## src/rtl/core/ille_pkg.sv

```systemverilog
// ille_pkg: shared types and codes for the indexed linked-list engine.
// No dependencies.
package ille_pkg;

    localparam logic [2:0] ACT_INSERT     = 3'd0;
    localparam logic [2:0] ACT_REMOVE     = 3'd1;
    localparam logic [2:0] ACT_FIND       = 3'd2;
    localparam logic [2:0] ACT_PUSH_FRONT = 3'd3;
    localparam logic [2:0] ACT_PUSH_BACK  = 3'd4;
    localparam logic [2:0] ACT_POP_FRONT  = 3'd5;
    localparam logic [2:0] ACT_POP_BACK   = 3'd6;

    localparam logic [1:0] ST_DONE  = 2'd0;
    localparam logic [1:0] ST_RANGE = 2'd1;
    localparam logic [1:0] ST_FULL  = 2'd2;

    typedef struct packed {
        logic [2:0]  action;
        logic [31:0] value;
        logic [7:0]  position;
    } req_t;

    typedef struct packed {
        logic [1:0]  status;
        logic [8:0]  found_position;
        logic [31:0] front_item;
        logic [31:0] back_item;
        logic [8:0]  item_count;
        logic        list_empty;
    } rsp_t;

    // datapath commands
    localparam logic [3:0] CMD_NONE      = 4'd0;
    localparam logic [3:0] CMD_INIT      = 4'd1;  // build free chain, one slot per cycle
    localparam logic [3:0] CMD_LATCH     = 4'd2;  // capture request, start walk at head
    localparam logic [3:0] CMD_STEP      = 4'd3;  // follow one link
    localparam logic [3:0] CMD_RD_CUR    = 4'd4;  // walk onto removed slot, keep prev
    localparam logic [3:0] CMD_ADD_FRONT = 4'd5;
    localparam logic [3:0] CMD_ADD_BACK  = 4'd6;
    localparam logic [3:0] CMD_ADD_MID   = 4'd7;  // after prev (walk slot)
    localparam logic [3:0] CMD_DROP_FRONT= 4'd8;
    localparam logic [3:0] CMD_DROP_MID  = 4'd9;  // after prev
    localparam logic [3:0] CMD_DROP_BACK = 4'd10; // prev is walk slot
    localparam logic [3:0] CMD_FIX_HEAD  = 4'd11; // second half of multi-write ops
    localparam logic [3:0] CMD_RD_ENDS   = 4'd12;
    localparam logic [3:0] CMD_RD_BACK   = 4'd13;
    localparam logic [3:0] CMD_REPORT    = 4'd14;
    localparam logic [3:0] CMD_GIVE      = 4'd15; // return walk slot to free list

    typedef struct packed {
        logic [3:0] op;
        logic [1:0] status;
        logic       found_hit;
    } ctl_t;

endpackage

```

## src/rtl/core/ille_control.sv

```systemverilog
// ille_control: sequencer for the engine; drives commands into ille_datapath.
// Depends on ille_pkg.
module ille_control (
    input  logic           clk,
    input  logic           rst_n,
    input  logic           in_valid,
    output logic           in_ready,
    output logic           out_valid,
    input  logic           out_ready,
    input  logic [2:0]     in_action,
    input  logic           init_done,
    input  logic           is_full,
    input  logic [8:0]     count,
    input  logic [8:0]     pos_q,
    input  logic [8:0]     walk_idx,
    input  logic           item_match,
    input  logic [2:0]     action_q,
    output ille_pkg::ctl_t ctl
);
    import ille_pkg::*;

    localparam logic [3:0] S_INIT = 4'd0, S_IDLE = 4'd1, S_DISPATCH = 4'd2,
                           S_WALK = 4'd3, S_WWAIT = 4'd4, S_FIX = 4'd5,
                           S_ENDS = 4'd6, S_EW1 = 4'd7, S_EW2 = 4'd8,
                           S_EW3 = 4'd9, S_OUT = 4'd10, S_FREE = 4'd11,
                           S_PRE = 4'd12, S_FWAIT = 4'd13, S_GIVE = 4'd14,
                           S_BWAIT = 4'd15;

    logic [3:0] state_reg, state_next;
    logic [1:0] status_reg, status_next;
    logic       hit_reg, hit_next;
    logic       ovalid_reg, ovalid_next;
    logic [8:0] target;

    assign in_ready  = (state_reg == S_IDLE);
    assign out_valid = ovalid_reg;

    // walk target: prev for insert/remove, count-2 for pop back, count for find
    always_comb
    begin
        case (action_q)
            ACT_POP_BACK: target = count - 9'd2;
            ACT_FIND:     target = count;
            default:      target = pos_q - 9'd1;
        endcase
    end

    always_comb
    begin
        state_next  = state_reg;
        status_next = status_reg;
        hit_next    = hit_reg;
        ovalid_next = ovalid_reg;
        ctl.op      = CMD_NONE;
        ctl.status  = status_reg;
        ctl.found_hit = hit_reg;
        if (ovalid_reg && out_ready) ovalid_next = 1'b0;
        case (state_reg)
            S_INIT:
            begin
                ctl.op = CMD_INIT;
                if (init_done) state_next = S_IDLE;
            end
            S_IDLE:
            begin
                if (in_valid)
                begin
                    ctl.op = CMD_LATCH;
                    status_next = ST_DONE;
                    hit_next = 1'b0;
                    state_next = S_PRE;
                end
            end
            S_PRE:
                state_next = S_DISPATCH;  // reads of head/free settle
            S_DISPATCH:
            begin
                state_next = S_ENDS;
                case (action_q)
                    ACT_INSERT:
                        if (is_full) status_next = ST_FULL;
                        else if (pos_q >= count)
                        begin
                            ctl.op = CMD_ADD_BACK; state_next = S_FIX;
                        end
                        else if (pos_q == 9'd0) ctl.op = CMD_ADD_FRONT;
                        else state_next = S_WALK;
                    ACT_PUSH_FRONT:
                        if (is_full) status_next = ST_FULL;
                        else ctl.op = CMD_ADD_FRONT;
                    ACT_PUSH_BACK:
                        if (is_full) status_next = ST_FULL;
                        else
                        begin
                            ctl.op = CMD_ADD_BACK; state_next = S_FIX;
                        end
                    ACT_REMOVE:
                        if (pos_q >= count) status_next = ST_RANGE;
                        else if (pos_q == 9'd0) ctl.op = CMD_DROP_FRONT;
                        else state_next = S_WALK;
                    ACT_POP_FRONT:
                        if (count == 9'd0) status_next = ST_RANGE;
                        else ctl.op = CMD_DROP_FRONT;
                    ACT_POP_BACK:
                        if (count == 9'd0) status_next = ST_RANGE;
                        else if (count == 9'd1) ctl.op = CMD_DROP_FRONT;
                        else state_next = S_WALK;
                    ACT_FIND:
                        state_next = S_WALK;
                    default:
                        status_next = ST_RANGE;
                endcase
            end
            S_WALK:
            begin
                // registered reads for walk slot are valid here
                if (action_q == ACT_FIND && walk_idx < count && item_match)
                begin
                    hit_next = 1'b1; state_next = S_ENDS;
                end
                else if (walk_idx == target) begin
                    case (action_q)
                        ACT_INSERT:
                        begin
                            ctl.op = CMD_ADD_MID; state_next = S_FIX;
                        end
                        ACT_POP_BACK:
                        begin
                            ctl.op = CMD_DROP_BACK; state_next = S_GIVE;
                        end
                        ACT_REMOVE: state_next = S_FREE;
                        default: state_next = S_ENDS;
                    endcase
                end
                else
                begin
                    ctl.op = CMD_STEP; state_next = S_WWAIT;
                end
            end
            S_WWAIT: state_next = S_WALK;
            S_FIX:
            begin
                // second link write of an insert; full code marks tail update
                ctl.op = CMD_FIX_HEAD;
                ctl.status = (action_q != ACT_INSERT || pos_q >= count - 9'd1)
                             ? ST_FULL : ST_DONE;
                state_next = S_ENDS;
            end
            S_FREE:
            begin
                // step onto removed slot t, keep prev; then wait for link_mem[t]
                ctl.op = CMD_RD_CUR; state_next = S_FWAIT;
            end
            S_FWAIT: state_next = S_EW3;
            S_EW3:
            begin
                ctl.op = CMD_DROP_MID; state_next = S_GIVE;
            end
            S_GIVE:
            begin
                // removed slot goes back on the free list
                ctl.op = CMD_GIVE; state_next = S_ENDS;
            end
            S_ENDS:
            begin
                ctl.op = CMD_RD_ENDS; state_next = S_EW1;
            end
            S_EW1: state_next = S_EW2;
            S_EW2:
            begin
                ctl.op = CMD_RD_BACK; state_next = S_BWAIT;
            end
            S_BWAIT: state_next = S_OUT;  // tail item read settles
            S_OUT:
            begin
                if (!ovalid_reg || out_ready)
                begin
                    state_next = S_IDLE;
                end
            end
            default: state_next = S_INIT;
        endcase
        if (state_reg == S_OUT && (!ovalid_reg || out_ready))
        begin
            ctl.op = CMD_REPORT; ovalid_next = 1'b1;
        end
    end

    always_ff @(posedge clk or negedge rst_n)
    begin
        if (!rst_n)
        begin
            state_reg <= S_INIT; status_reg <= ST_DONE;
            hit_reg <= 1'b0; ovalid_reg <= 1'b0;
        end
        else
        begin
            state_reg <= state_next; status_reg <= status_next;
            hit_reg <= hit_next; ovalid_reg <= ovalid_next;
        end
    end

    logic unused_ok;
    assign unused_ok = ^in_action;

endmodule

```

## config.mk

```make
export PLATFORM = sky130hd
export DESIGN_NAME = ille_control
export DESIGN_NICKNAME = d
export VERILOG_FILES = /design/src/rtl/core/ille_pkg.sv /design/src/rtl/core/ille_control.sv
export SDC_FILE = /design/constraint.sdc
export NUM_CORES = 1
export LEC_CHECK = 0
export BUFFER_PORTS_ARGS = -buffer_cell sky130_fd_sc_hd__buf_4
export CORE_MARGIN = 4
export CORE_UTILIZATION = 26
export DETAILED_ROUTE_END_ITERATION = 8
export HOLD_SLACK_MARGIN = 0.06
export PLACE_DENSITY = 0.46
export SLEW_MARGIN = 20
export SYNTH_ARGS = -nofsm -noshare
export SYNTH_HDL_FRONTEND = slang
export SYNTH_SLANG_ARGS = --single-unit
```

## constraint.sdc

```tcl
create_clock -name clk -period 6.7 [get_ports clk]
set_input_delay 1.34 -clock clk [delete_from_list [all_inputs] [get_ports clk]]
set_output_delay 1.34 -clock clk [all_outputs]
set_load 0.01 [all_outputs]
```

* Yosys cells after proc, flatten, opt, wreduce, memory -nomap -nowiden *
Cells that the tools add are included.

storage, ports and cells
  register bits = 8
  bits in latches = 0
  memory bits (writable) = 0
  ROM bits = 0
  input port bits = 40
  word-level logic and storage cells = 108
  memories = 0

operators by class
  add/subtract/negate cells = 3
  multipliers = 0
  div/mod/pow operators = 0
  $lt $le $gt $ge = 3
  equal/unequal tests = 31
  shift operators = 0
  multiplexer cells = 46
  bitwise operators = 0
  reduce and logical (&&, ||, !) cells = 21

operators by type and width
  operator                                             count
  one-hot mux 4 bit (15 select lines)                  1
  2-to-1 mux 4 bit                                     13
  one-hot mux 4 bit (10 select lines)                  1
  2-to-1 mux 3 bit                                     11
  equality test 4 bit, second input constant           8
  one-hot mux 4 bit (6 select lines)                   1
  greater-or-equal comparator 9 bit                    2
  logical NOT 9 bit                                    2
  one-hot mux 9 bit (2 select lines)                   1
  subtractor 9 x 1 -> 9 bit, second input constant     2
  equality test 4 x 3 -> 1 bit, second input constant  4
  2-to-1 mux 2 bit                                     8
  one-hot mux 3 bit (5 select lines)                   1
  one-hot mux 4 bit (3 select lines)                   1
  != test 2 bit, second input constant                 5
  equality test 3 bit, second input constant           3
  equality test 9 x 1 -> 1 bit, second input constant  1
  equality test 9 bit                                  1
  < comparator 9 bit                                   1
  != test 3 bit, second input constant                 3
  subtractor 9 x 2 -> 9 bit, second input constant     1
  equality test 4 x 2 -> 1 bit, second input constant  2
  one-hot mux 2 bit (4 select lines)                   1
  one-hot mux 4 bit (2 select lines)                   1
  other kinds (17)                                     29

* Depth between registers and ports, before layout *
Gate-level depths: netlist (run 1).

  word-level depth = 7
  mapped depth = 11
  mapped depth without buffers = 11

* Worst setup path after synthesis (run 1) *
No wires, ideal clock.

  path type = input-to-output
  start point = input port pos_q[0]
  end point = output port ctl[5] (netlist bit)
  arrival time = 3.551 ns
  data required time = 5.360 ns
  slack = 1.809 ns
  stages on the path = 9
  buffers on the path = 0
  cells stage by stage = inv_1 -> ha_1 -> or3b_4 -> xor2_1 -> a2111oi_2 -> a31oi_1 -> or4_4 -> nor3_2 -> a311o_2

RTL lines
  element          RTL line            RTL
  start, declared  ille_control.sv:14  input logic [8:0] pos_q,
  end, declared    ille_control.sv:18  output ille_pkg::ctl_t ctl

==> summary.md, run 1 <==
| Metric | Value |
|---|---|
| Mapped Area | approximately 2300 um2 |
| Synthesis-to-layout area growth | 19.8% |
| Worst VDD drop | between 0.07 and 0.08 mV |
| RSZ-0062 raised after global routing | no |
| Number of synthesis warnings | 0 |
| Post-CTS Hold Buffers | 0 |
| FMAX | 0.183 GHz |
| Die width | 101 um |
| Critical Path AT | around 4.1 ns |
| Largest net degree at the start of global routing | 20 |
| Library cell with the largest summed area after synthesis | ha_1 |
| Top post-synthesis cells by count | ha_1 (32), xnor2_1 (27), nor2_1 (25) |
| CP dominant cell by count | buf_4 |
| Max-cap violations | 0 |
| Met1 GRT Util | roughly 22% |
| Number of fill cells | a little over 900 |
| Hpwl dp | 6030 um |
| Int Power | between 0.3 and 0.4 mW |
| Element type at the critical path end | output pin |
| Post-CTS Resized | 0 |
| Gate Count Post-Synth | 310 |
| DR pass1 iterations | 4 |
| Clk slew on worst S/H paths | 0.04 ns |
| CTS HTree Levels | 1 |
| Drt drc | 0 |
| Tmin final | 5.45 ns |
| Fin crit share | slightly above 80% |
| GRT Overall Usage | roughly 14% |
| Clock power share | 9.2% |
| Hold Path Class | flop to flop |
| Non-Filler Instances | 448 |
| Clock buffer depth | 2 |
| DIE AREA | 10300 um2 |
| Main synth FF type | dfrtp_1 |
| Least-Margin Pin Slew | 0.982 ns |
| Grt peak-use layer | met2 |
| Worst Path Max Fanout | 5 |
| TritonCTS clock tree | yes |
| Chip Height | 101 um |
| Initial drt markers | 198 |
| Via count of the routed design | 2329 |
| WL/cell | 16.3 um |
| Final ANT Viol Nets | 0 |
| Synth top area share | 17.6% |
| Post-CTS Setup Repair Bufs | 0 |
| Layout net count | 417 |
| Seq cells post-synth | 8 |
| Buffers on Ports | 45 |
| Pwr dens | 235 nW/um2 |
| Critical path cell sequence | buf_4, inv_1, ha_1, or3b_4, xor2_1, a2111oi_2, a31oi_1, or4_4, nor3_2, a311o_2, buf_4 |
| Mean Syn Cell Area | between 7 and 8 um2 |
| Critical path type | input pin to output pin |
| P_sw | between 0.3 and 0.4 mW |
| Fraction of layout cells with a size suffix above 1 | between 10% and 20% |
| Endpoints failing setup | 0 |
| Placed instance count | 445 |
| Met3 usage | 2.13% |
| Syn Nets | roughly 380 |
| # IOs | a little under 50 |
| CP startpoint kind | input pin |
| Global-route wire length before repair | about 12000 um |
| Initial Utilization | 27.2% |
| Most frequent cell after synthesis | ha_1 |
| Clk_skew | between 0.0006 and 0.0007 ns |
| Leak pwr | 1.20 nW |
| Vias per Instance | 5.20 |
| Synth cell types | 59 |
| Sw Share | 49.5% |
| TNS Setup | 0 ns |
| Grt ovf | 0 |
| Worst EP required | about 5.4 ns |
| Comb pwr share | approximately 70% |
| Core Rows | 33 |
| Number of flip-flops in the largest register | 4 |
| Core Footprint | 8340 um2 |
| Relative slew slack | 34.4% |
| Ys async rst share | 100% |
| CTS Sinks | 8 |
| Post-synthesis sequential area ratio | 8.81% |
| Post-Route WL | between 7000 and 8000 um |
| Slew Viols, Final | 0 |
| Status | finished, final reports clean |
| CP max stage delay | 0.51 ns |
| Area contributors post-synth | ha_1 (18%), xnor2_1 (10%), dfrtp_1 (8.8%) |
| Initial antenna violation count | 0 |
| Antenna cells | 0 |
| Routability cong. | 0.824 |
| Root Driver | clkbuf_8 |
| Number of synthesized flops with an enable pin | 0 |
| Skew-Pair Late Insertion Delay | 0.23 ns |
| Total CTS buffers | 3 |
| Flop pwr share | 21.1% |
| Global routing usage on met2 | about 22% |
| Final Hold Fails | 0 |
| CP max stage cell | or4_4 |
| Vias in the first global route | 2328 |
metal layers:
metal | vias up | share of wire (%)
li1 | 1204 | -
met3 | 4 | 5.6
met1 | 1059 | 51
met5 | - | 0
met2 | 62 | 43
met4 | 0 | 0.34
per-stage QoR:
| stage | instance area [um2] | util [%] | power, mW | setup WS, ns | hold slack (ns) |
|---|---|---|---|---|---|
| global route | 2720 | 32.6 | 0.708 | 1.09 | 0.497 |
| finish | 2720 | 32.6 | 0.638 | 1.25 | 0.478 |
| CTS | 2720 | 32.6 | 0.641 | 1.25 | 0.486 |
| floorplan | 2270 | - | 0.426 | 1.81 | 0.451 |
| global placement | 2680 | 32.1 | 0.585 | 1.29 | 0.471 |
| detailed placement | 2680 | 32.1 | 0.578 | 1.25 | 0.476 |
cell type report:
class	instances	area [um2]	area share (%)
flip-flops and latches	8	200	7.36
multi-input cells	269	1940	71.4
clock buffers	3	41.3	1.52
repair buffers	45	338	12.4
well taps	105	131	4.83
inverters	18	67.6	2.48
power groups by stage:
stage,clock [mW],combinational [mW],sequential [mW]
6_report,0.0590,0.445,0.134
3_3_place_gp,0,0.450,0.135
5_1_grt,0.0649,0.502,0.141
2_1_floorplan,0,0.345,0.0809
3_5_place_dp,0,0.445,0.133
4_1_cts,0.0608,0.447,0.133
logic make-up (layout without fill, tap and decap cells):
| family | after synthesis | in the layout | share of synthesized area, % |
|---|---|---|---|
| fa+ha+maj | 32 | 32 | 17.6 |
| compound gates | 90 | 90 | 27.6 |
| mux | 5 | 5 | 2.20 |
| simple gates | 108 | 108 | 25.0 |
| flops | 8 | 8 | 8.81 |
| xor+xnor | 34 | 34 | 13.1 |
| buf+inv | 33 | 66 | 5.67 |
worst paths after layout:
kind	start	endpoint	slack (ns)	cells past startpoint
max reg2reg	state_reg[1]	state_reg[2]	4.80	5
min	hit_reg	hit_reg	0.48	1
min in group asynchronous	rst_n	status_reg[1]	0.92	1
min reg2reg	hit_reg	hit_reg	0.48	1
max in group asynchronous	rst_n	state_reg[3]	5.65	1
max	pos_q[0]	ctl[5]	1.25	11
cells in the final DEF, fill, tap and decap left out, types with 2 or more instances in the layout:
cell | synthesis | layout
xor2_1 | 7 | 7
a211oi_1 | 7 | 7
a21oi_1 | 20 | 20
inv_1 | 18 | 18
o21ai_0 | 12 | 12
nor3_1 | 13 | 13
nand2b_1 | 6 | 6
a21o_1 | 8 | 8
and2_1 | 2 | 2
nor2_1 | 25 | 25
nand4_1 | 3 | 3
mux2i_1 | 5 | 5
o211ai_1 | 4 | 4
a41oi_1 | 2 | 2
a2111oi_0 | 2 | 2
nor3b_1 | 2 | 2
a21boi_0 | 2 | 2
o31a_1 | 2 | 2
or3_1 | 2 | 2
nor2b_1 | 3 | 3
a22oi_1 | 2 | 2
nor4_1 | 3 | 3
a311o_2 | 2 | 2
a31oi_1 | 4 | 4
o21a_1 | 3 | 3
ha_1 | 32 | 32
o22ai_1 | 5 | 5
nand3_1 | 10 | 10
a21o_2 | 2 | 2
dfrtp_1 | 8 | 8
and3_1 | 2 | 2
buf_4 | 1 | 45
clkbuf_8 | 0 | 3
nand2_1 | 24 | 24
o21bai_1 | 2 | 2
or2_2 | 3 | 3
xnor2_1 | 27 | 27
or4_1 | 2 | 2
critical path, delay by kind of cell:
family	cells	cell delay, ns
adder cells (fa/ha/maj)	1	0.23
XOR/XNOR	1	0.16
AO/OA/AOI/OAI	3	0.72
AND/OR/NAND/NOR	3	1.31
buffers and inverters	3	0.36
Note: power is estimated with default switching activity, not from simulation.
==> run 2, diff against run 1 <==
- PLACE_DENSITY: 0.46 -> 0.48
- clock period: 6.7 -> 4.99 ns (I/O delays scaled with it)
==> run 2 against run 1 <==
Net effect:
- combinational power rose by 36%
- routed wire length rose by 2.1%
- sequential power rose by 36%
- sequential cell count did not move
- highest routed layer unchanged
==> summary.md, run 2 (synthesized netlist as in run 1, its figures left out) <==
| Metric | Value |
|---|---|
| FMAX | between 0.2 and 0.25 GHz |
| Slew Viols, Final | 0 (unchanged) |
| Hold Path Class | flop to flop |
| Clock buffer depth | 2 (unchanged) |
| Int Power | 0.435 mW (+35%) |
| Largest net degree at the start of global routing | 20 (unchanged) |
| Tmin final | 4.71 ns |
| Comb pwr share | 70.2% (+0.5 points) |
| Non-Filler Instances | 451 (+0.67%) |
| Chip Height | 101 um (unchanged) |
| R2r endpoint | state_reg[2] |
| CP startpoint kind | input pin |
| Final ANT Viol Nets | 0 (unchanged) |
| Status | finished, final reports clean |
| Reg-to-reg startpoint | state_reg[1] |
| TNS Setup | 0 ns (unchanged) |
| Antenna cells | 0 (unchanged) |
| RSZ-0062 raised after global routing | no |
| # IOs | 49 (unchanged) |
| Final Hold Fails | 0 (unchanged) |
| Fraction of layout cells with a size suffix above 1 | 19.7% (+0.70 points) |
| Number of flip-flops in the largest register | 4 (unchanged) |
| Pwr dens | 315 nW/um2 (+34%) |
| Drt drc | 0 (unchanged) |
| R2R setup slack | 3.05 ns (-1.75 ns) |
| Commonest cells after routing, fill and taps aside | buf_4 (48), ha_1 (32), xnor2_1 (27) |
| Final WS setup | 0.279 ns (-0.967 ns) |
| Hold depth | 1 (unchanged) |
| Sw Share | 49.7% (+0.24 points) |
| WL/cell | 16.5 um (+1.4%) |
| Critical Path AT | 3.71 ns (-0.40 ns) |
| Core Rows | 33 (unchanged) |
| Worst EP required | 3.99 ns (-1.37 ns) |
| Clk_skew | 0.000330 ns (-0.000306 ns) |
| CTS Sinks | 8 (unchanged) |
| Placed instance count | 448 (+0.67%) |
| Hold Path Origin | hit_reg |
| Relative slew slack | 60.3% (+26 points) |
| DR pass1 iterations | 4 (unchanged) |
| TritonCTS clock tree | yes |
| WHS Endpoint | hit_reg |
| Least-Margin Pin Slew | 0.580 ns (-0.402 ns) |
| Hpwl dp | 6180 um (+2.6%) |
| Post-CTS Setup Repair Bufs | 0 (unchanged) |
| Initial antenna violation count | 0 (unchanged) |
| Initial Utilization | 27.2% (unchanged) |
| Layout Utilization | 32.9% (+0.27 points) |
| Global-route wire length before repair | 11900 um (+0.69%) |
| Post-Route WL | 7450 um (+2.1%) |
| DIE AREA | 10300 um2 (unchanged) |
| Worst r2r path cells | 5 (unchanged) |
| GRT Overall Usage | 14.5% (+0.073 points) |
| Flop pwr share | 21.1% (about the same) |
| Layout net count | 420 (+0.72%) |
| Post-Route M1 WL | 3690 um (-0.89%) |
| Routed met3 length | 343 um (-15%) |
| Clock power share | 8.8% (-0.4 points) |
| Post-CTS Hold Buffers | 0 (unchanged) |
| Die width | 101 um (unchanged) |
| Core Footprint | 8340 um2 (unchanged) |
| P_sw | 0.430 mW (+36%) |
| Total CTS buffers | 3 (unchanged) |
| CTS HTree Levels | 1 (unchanged) |
| Finished Cell Area | 2740 um2 (+0.83%) |
| Root Driver | clkbuf_8 |
| Worst Path Max Fanout | 5 (unchanged) |
| Routability cong. | 0.791 (-4.0%) |
| Vias in the first global route | 2312 (-0.69%) |
| Uppermost layer routed | met4 |
| Commonest non-fill, non-tap cell in the layout | buf_4 |
| Grt ovf | 0 (unchanged) |
| Post-CTS Resized | 0 (unchanged) |
| Clk slew on worst S/H paths | 0.04 ns (about the same) |
| WL met2 | 3350 um (+6.5%) |
| Dpl cell area | 2700 um2 (+0.84%) |
| Synthesis-to-layout area growth | 20.8% |
| Fin crit share | 94.4% |
| Vias per Instance | 5.25 (+1.0%) |
| Buffers on Ports | 45 (unchanged) |
| Max-cap violations | 0 (unchanged) |
| Skew-Pair Late Insertion Delay | 0.22 ns (about the same) |
| Endpoints failing setup | 0 (unchanged) |
| Leak pwr | 1.21 nW (+1.3%) |
| Element type at the critical path end | output pin |
| Worst VDD drop | 0.122 mV (+62%) |
| Post-place setup slack | 0.263 ns (-0.987 ns) |
| Via count of the routed design | 2368 (+1.7%) |
| Initial drt markers | 112 (-43%) |
| Critical path type | input pin to output pin |
run 2: worst max-delay path: stages:
cell	delay (ns)
buf_4	0.12
inv_1	0.11
ha_1	0.22
or3b_4	0.42
xor2_1	0.17
a2111oi_2	0.36
a31oi_1	0.07
or4_4	0.51
nor3_2	0.35
a311o_2	0.25
buf_4	0.12
run 2: per-layer routing:
metal / up-vias / GRT usage (%)
li1: 1212 / -
met1: 1087 / 21.5
met2: 63 / 23.0
met3: 6 / 1.65
met4: 0 / 2.15
met5: - / 0
run 2: layout make-up:
type / count / area [um2]
fillers: 914 / 5600
multi-input cells: 269 / 1940
repair buffers: 48 / 360
flip-flops and latches: 8 / 200
well taps: 105 / 131
inverters: 18 / 67.6
clock buffers: 3 / 41.3
run 2: through the flow:
stage               total power [mW]  hold slack, ns
floorplan                      0.571           0.451
global placement               0.783           0.471
detailed placement             0.788           0.478
CTS                            0.868           0.488
global route                   0.953           0.501
finish                         0.864           0.486
run 2: power groups by stage:
stage / logic [mW] / clock network [mW] / registers (mW)
2_1_floorplan: 0.463 / 0 / 0.109
3_3_place_gp: 0.603 / 0 / 0.180
3_5_place_dp: 0.608 / 0 / 0.181
4_1_cts: 0.610 / 0.0775 / 0.180
5_1_grt: 0.682 / 0.0806 / 0.190
6_report: 0.606 / 0.0757 / 0.182
run 2: worst max-delay path by stage:
stage	from	to	slack, ns	cells past startpoint
final	pos_q[0]	ctl[5]	0.28	11
after floorplan	pos_q[0]	ctl[5]	0.78	9
after CTS	pos_q[0]	ctl[5]	0.26	11
after global placement	pos_q[0]	ctl[5]	0.28	11
after global routing	pos_q[0]	ctl[5]	0.14	11
after detailed placement	pos_q[0]	ctl[5]	0.26	11
==> run 3, diff against run 2 <==
- CORE_UTILIZATION: 26 -> 51
- PLACE_DENSITY: 0.48 -> 0.8
==> run 3 against run 2 <==
Net effect:
- sequential cell count unchanged
- largest cell class unchanged
- hold slack improved by 0.0030 ns
- routed wire length shrank 12%
- clock power about the same
- maximum frequency increased by 0.63%
- critical endpoint is now ctl[4]
==> summary.md, run 3 (synthesized netlist as in run 1, its figures left out) <==
| Metric | Value |
|---|---|
| Worst VDD drop | 0.182 mV (+49%) |
| Skew-Pair Late Insertion Delay | 0.22 ns (about the same) |
| Initial Utilization | 52.5% (+25 points) |
| Fin crit share | 93.8% (-0.59 points) |
| Grt ovf | 0 (unchanged) |
| Met3 usage | 2.94% (+1.3 points) |
| TritonCTS clock tree | yes |
| # IOs | 49 (unchanged) |
| Clock buffer depth | 2 (unchanged) |
| Slew Viols, Final | 0 (unchanged) |
| Number of flip-flops in the largest register | 4 (unchanged) |
| Max-cap violations | 0 (unchanged) |
| CP dominant cell by count | buf_4 |
| Critical path type | input pin to output pin |
| Worst EP required | 3.99 ns (about the same) |
| Core Footprint | 4320 um2 (-48%) |
| DR pass1 iterations | 6 (+2) |
| Status | finished, final reports clean |
| CP max stage delay | 0.52 ns (about the same) |
| GRT Overall Usage | 23.9% (+9.4 points) |
| WL/cell | 16.4 um (-0.46%) |
| Antenna cells | 0 (unchanged) |
| Final WS setup | 0.309 ns (+0.0296 ns) |
| Drt drc | 0 (unchanged) |
| FMAX | 0.214 GHz (+0.63%) |
| Hold Path Class | flop to flop |
| Post-CTS Hold Buffers | 0 (unchanged) |
| Post-Route WL | 6530 um (-12%) |
| Final Hold Fails | 0 (unchanged) |
| Leak pwr | 1.21 nW (-0.37%) |
| Pwr dens | 314 nW/um2 (-0.39%) |
| Critical Path AT | 3.68 ns (-0.03 ns) |
| Via count of the routed design | 2496 (+5.4%) |
| Commonest non-fill, non-tap cell in the layout | buf_4 |
| CP max stage cell | or4_4 |
| Layout net count | 419 (-0.24%) |
| Buffers on Ports | 45 (unchanged) |
| Initial antenna violation count | 0 (unchanged) |
| Global-route wire length before repair | 10500 um (-12%) |
| Vias per Instance | 6.29 (+20%) |
| Clk_skew | 0.000675 ns (+0.000345 ns) |
| Relative slew slack | 35.2% (-25 points) |
| Global routing usage on met2 | 38.3% (+15 points) |
| Synthesis-to-layout area growth | 17.5% |
| CTS Sinks | 8 (unchanged) |
| Least-Margin Pin Slew | 0.970 ns (+0.390 ns) |
| Core Rows | 24 (-27%) |
| Fraction of layout cells with a size suffix above 1 | 19.4% (-0.23 points) |
| Post-place setup slack | 0.349 ns (+0.0854 ns) |
| Final ANT Viol Nets | 0 (unchanged) |
| DIE AREA | 5590 um2 (-46%) |
| Post-CTS Setup Repair Bufs | 0 (unchanged) |
| Tmin final | 4.68 ns (-0.0296 ns) |
| Endpoints failing setup | 0 (unchanged) |
| Largest net degree at the start of global routing | 20 (unchanged) |
| CP startpoint kind | input pin |
| Routability cong. | 0.917 (+16%) |
| Die width | 74.7 um (-26%) |
| Vias in the first global route | 2199 (-4.9%) |
| CTS HTree Levels | 1 (unchanged) |
| RSZ-0062 raised after global routing | no |
| Layout Utilization | 61.7% (+29 points) |
| TNS Setup | 0 ns (unchanged) |
| Met1 GRT Util | 35.7% (+14 points) |
| Initial drt markers | 305 (+170%) |
| Total CTS buffers | 3 (unchanged) |
| Chip Height | 74.7 um (-26%) |
| Root Driver | clkbuf_8 |
| Clk slew on worst S/H paths | 0.04 ns (about the same) |
| Grt peak-use layer | met2 |
| Hpwl dp | 5390 um (-13%) |
| Post-CTS Resized | 0 (unchanged) |
| Worst Path Max Fanout | 4 (-1) |
| Element type at the critical path end | output pin |
| Commonest cells after routing, fill and taps aside | buf_4 (47), ha_1 (32), xnor2_1 (27) |
| Critical path cell sequence | buf_4, inv_1, ha_1, or3b_4, xor2_1, a2111oi_2, a31oi_1, or4_4, nor4_2, a22oi_1, buf_4 |
-- run 3: changes by cell type in the layout (fill, tap and decap cells not counted), sizes merged --
| cell | change |
|---|---|
| buf | -1 |
-- run 3: layer usage --
layer	routed length [um]	part of all wire, %
met1	2960	45
met2	3070	47
met3	474	7.3
met4	14	0.21
met5	0	0
-- run 3: through the flow --
| stage | cell area [um2] | total power [mW] | hold WS, ns | std cells |
|---|---|---|---|---|
| finish | 2670 | 0.838 | 0.489 | 397 |
| global route | 2670 | 0.925 | 0.500 | 397 |
| CTS | 2670 | 0.833 | 0.487 | 397 |
| detailed placement | 2630 | 0.755 | 0.476 | 394 |
| global placement | 2630 | 0.746 | 0.464 | 394 |
| floorplan | 2270 | 0.571 | 0.451 | 310 |
-- run 3: worst max-delay path, delay by kind of cell --
family / cells / cell delay, ns
xor gates and xnor gates: 1 / 0.16
buffers and inverters: 3 / 0.41
and+or+nand+nor: 3 / 1.32
AOI/OAI and AO/OA: 3 / 0.57
adders and majority gates: 1 / 0.23
-- run 3: path summary, 6_finish.rpt --
kind | startpoint | endpoint | slack (ns) | cells after the start
min reg2reg | hit_reg | hit_reg | 0.49 | 1
min | hit_reg | hit_reg | 0.49 | 1
max | pos_q[0] | ctl[4] | 0.31 | 11
max reg2reg | state_reg[1] | status_reg[0] | 3.08 | 4
max in group asynchronous | rst_n | state_reg[2] | 4.28 | 1
min in group asynchronous | rst_n | hit_reg | 0.58 | 1
-- run 3: cell type report --
| cell class | count | area [um2] |
|---|---|---|
| Timing Repair Buffer | 47 | 353 |
| Multi-Input combinational cell | 269 | 1940 |
| Inverter | 18 | 67.6 |
| Tap cell | 52 | 65.1 |
| Sequential cell | 8 | 200 |
| Fill cell | 415 | 1650 |
| Clock buffer | 3 | 41.3 |
-- run 3: power breakdown --
part           internal [mW]  total (mW)  switching (mW)  leakage (nW)
registers             0.0956       0.176          0.0802        0.0999
clock network         0.0521      0.0758          0.0237        0.0216
logic                  0.285       0.586           0.301          1.09
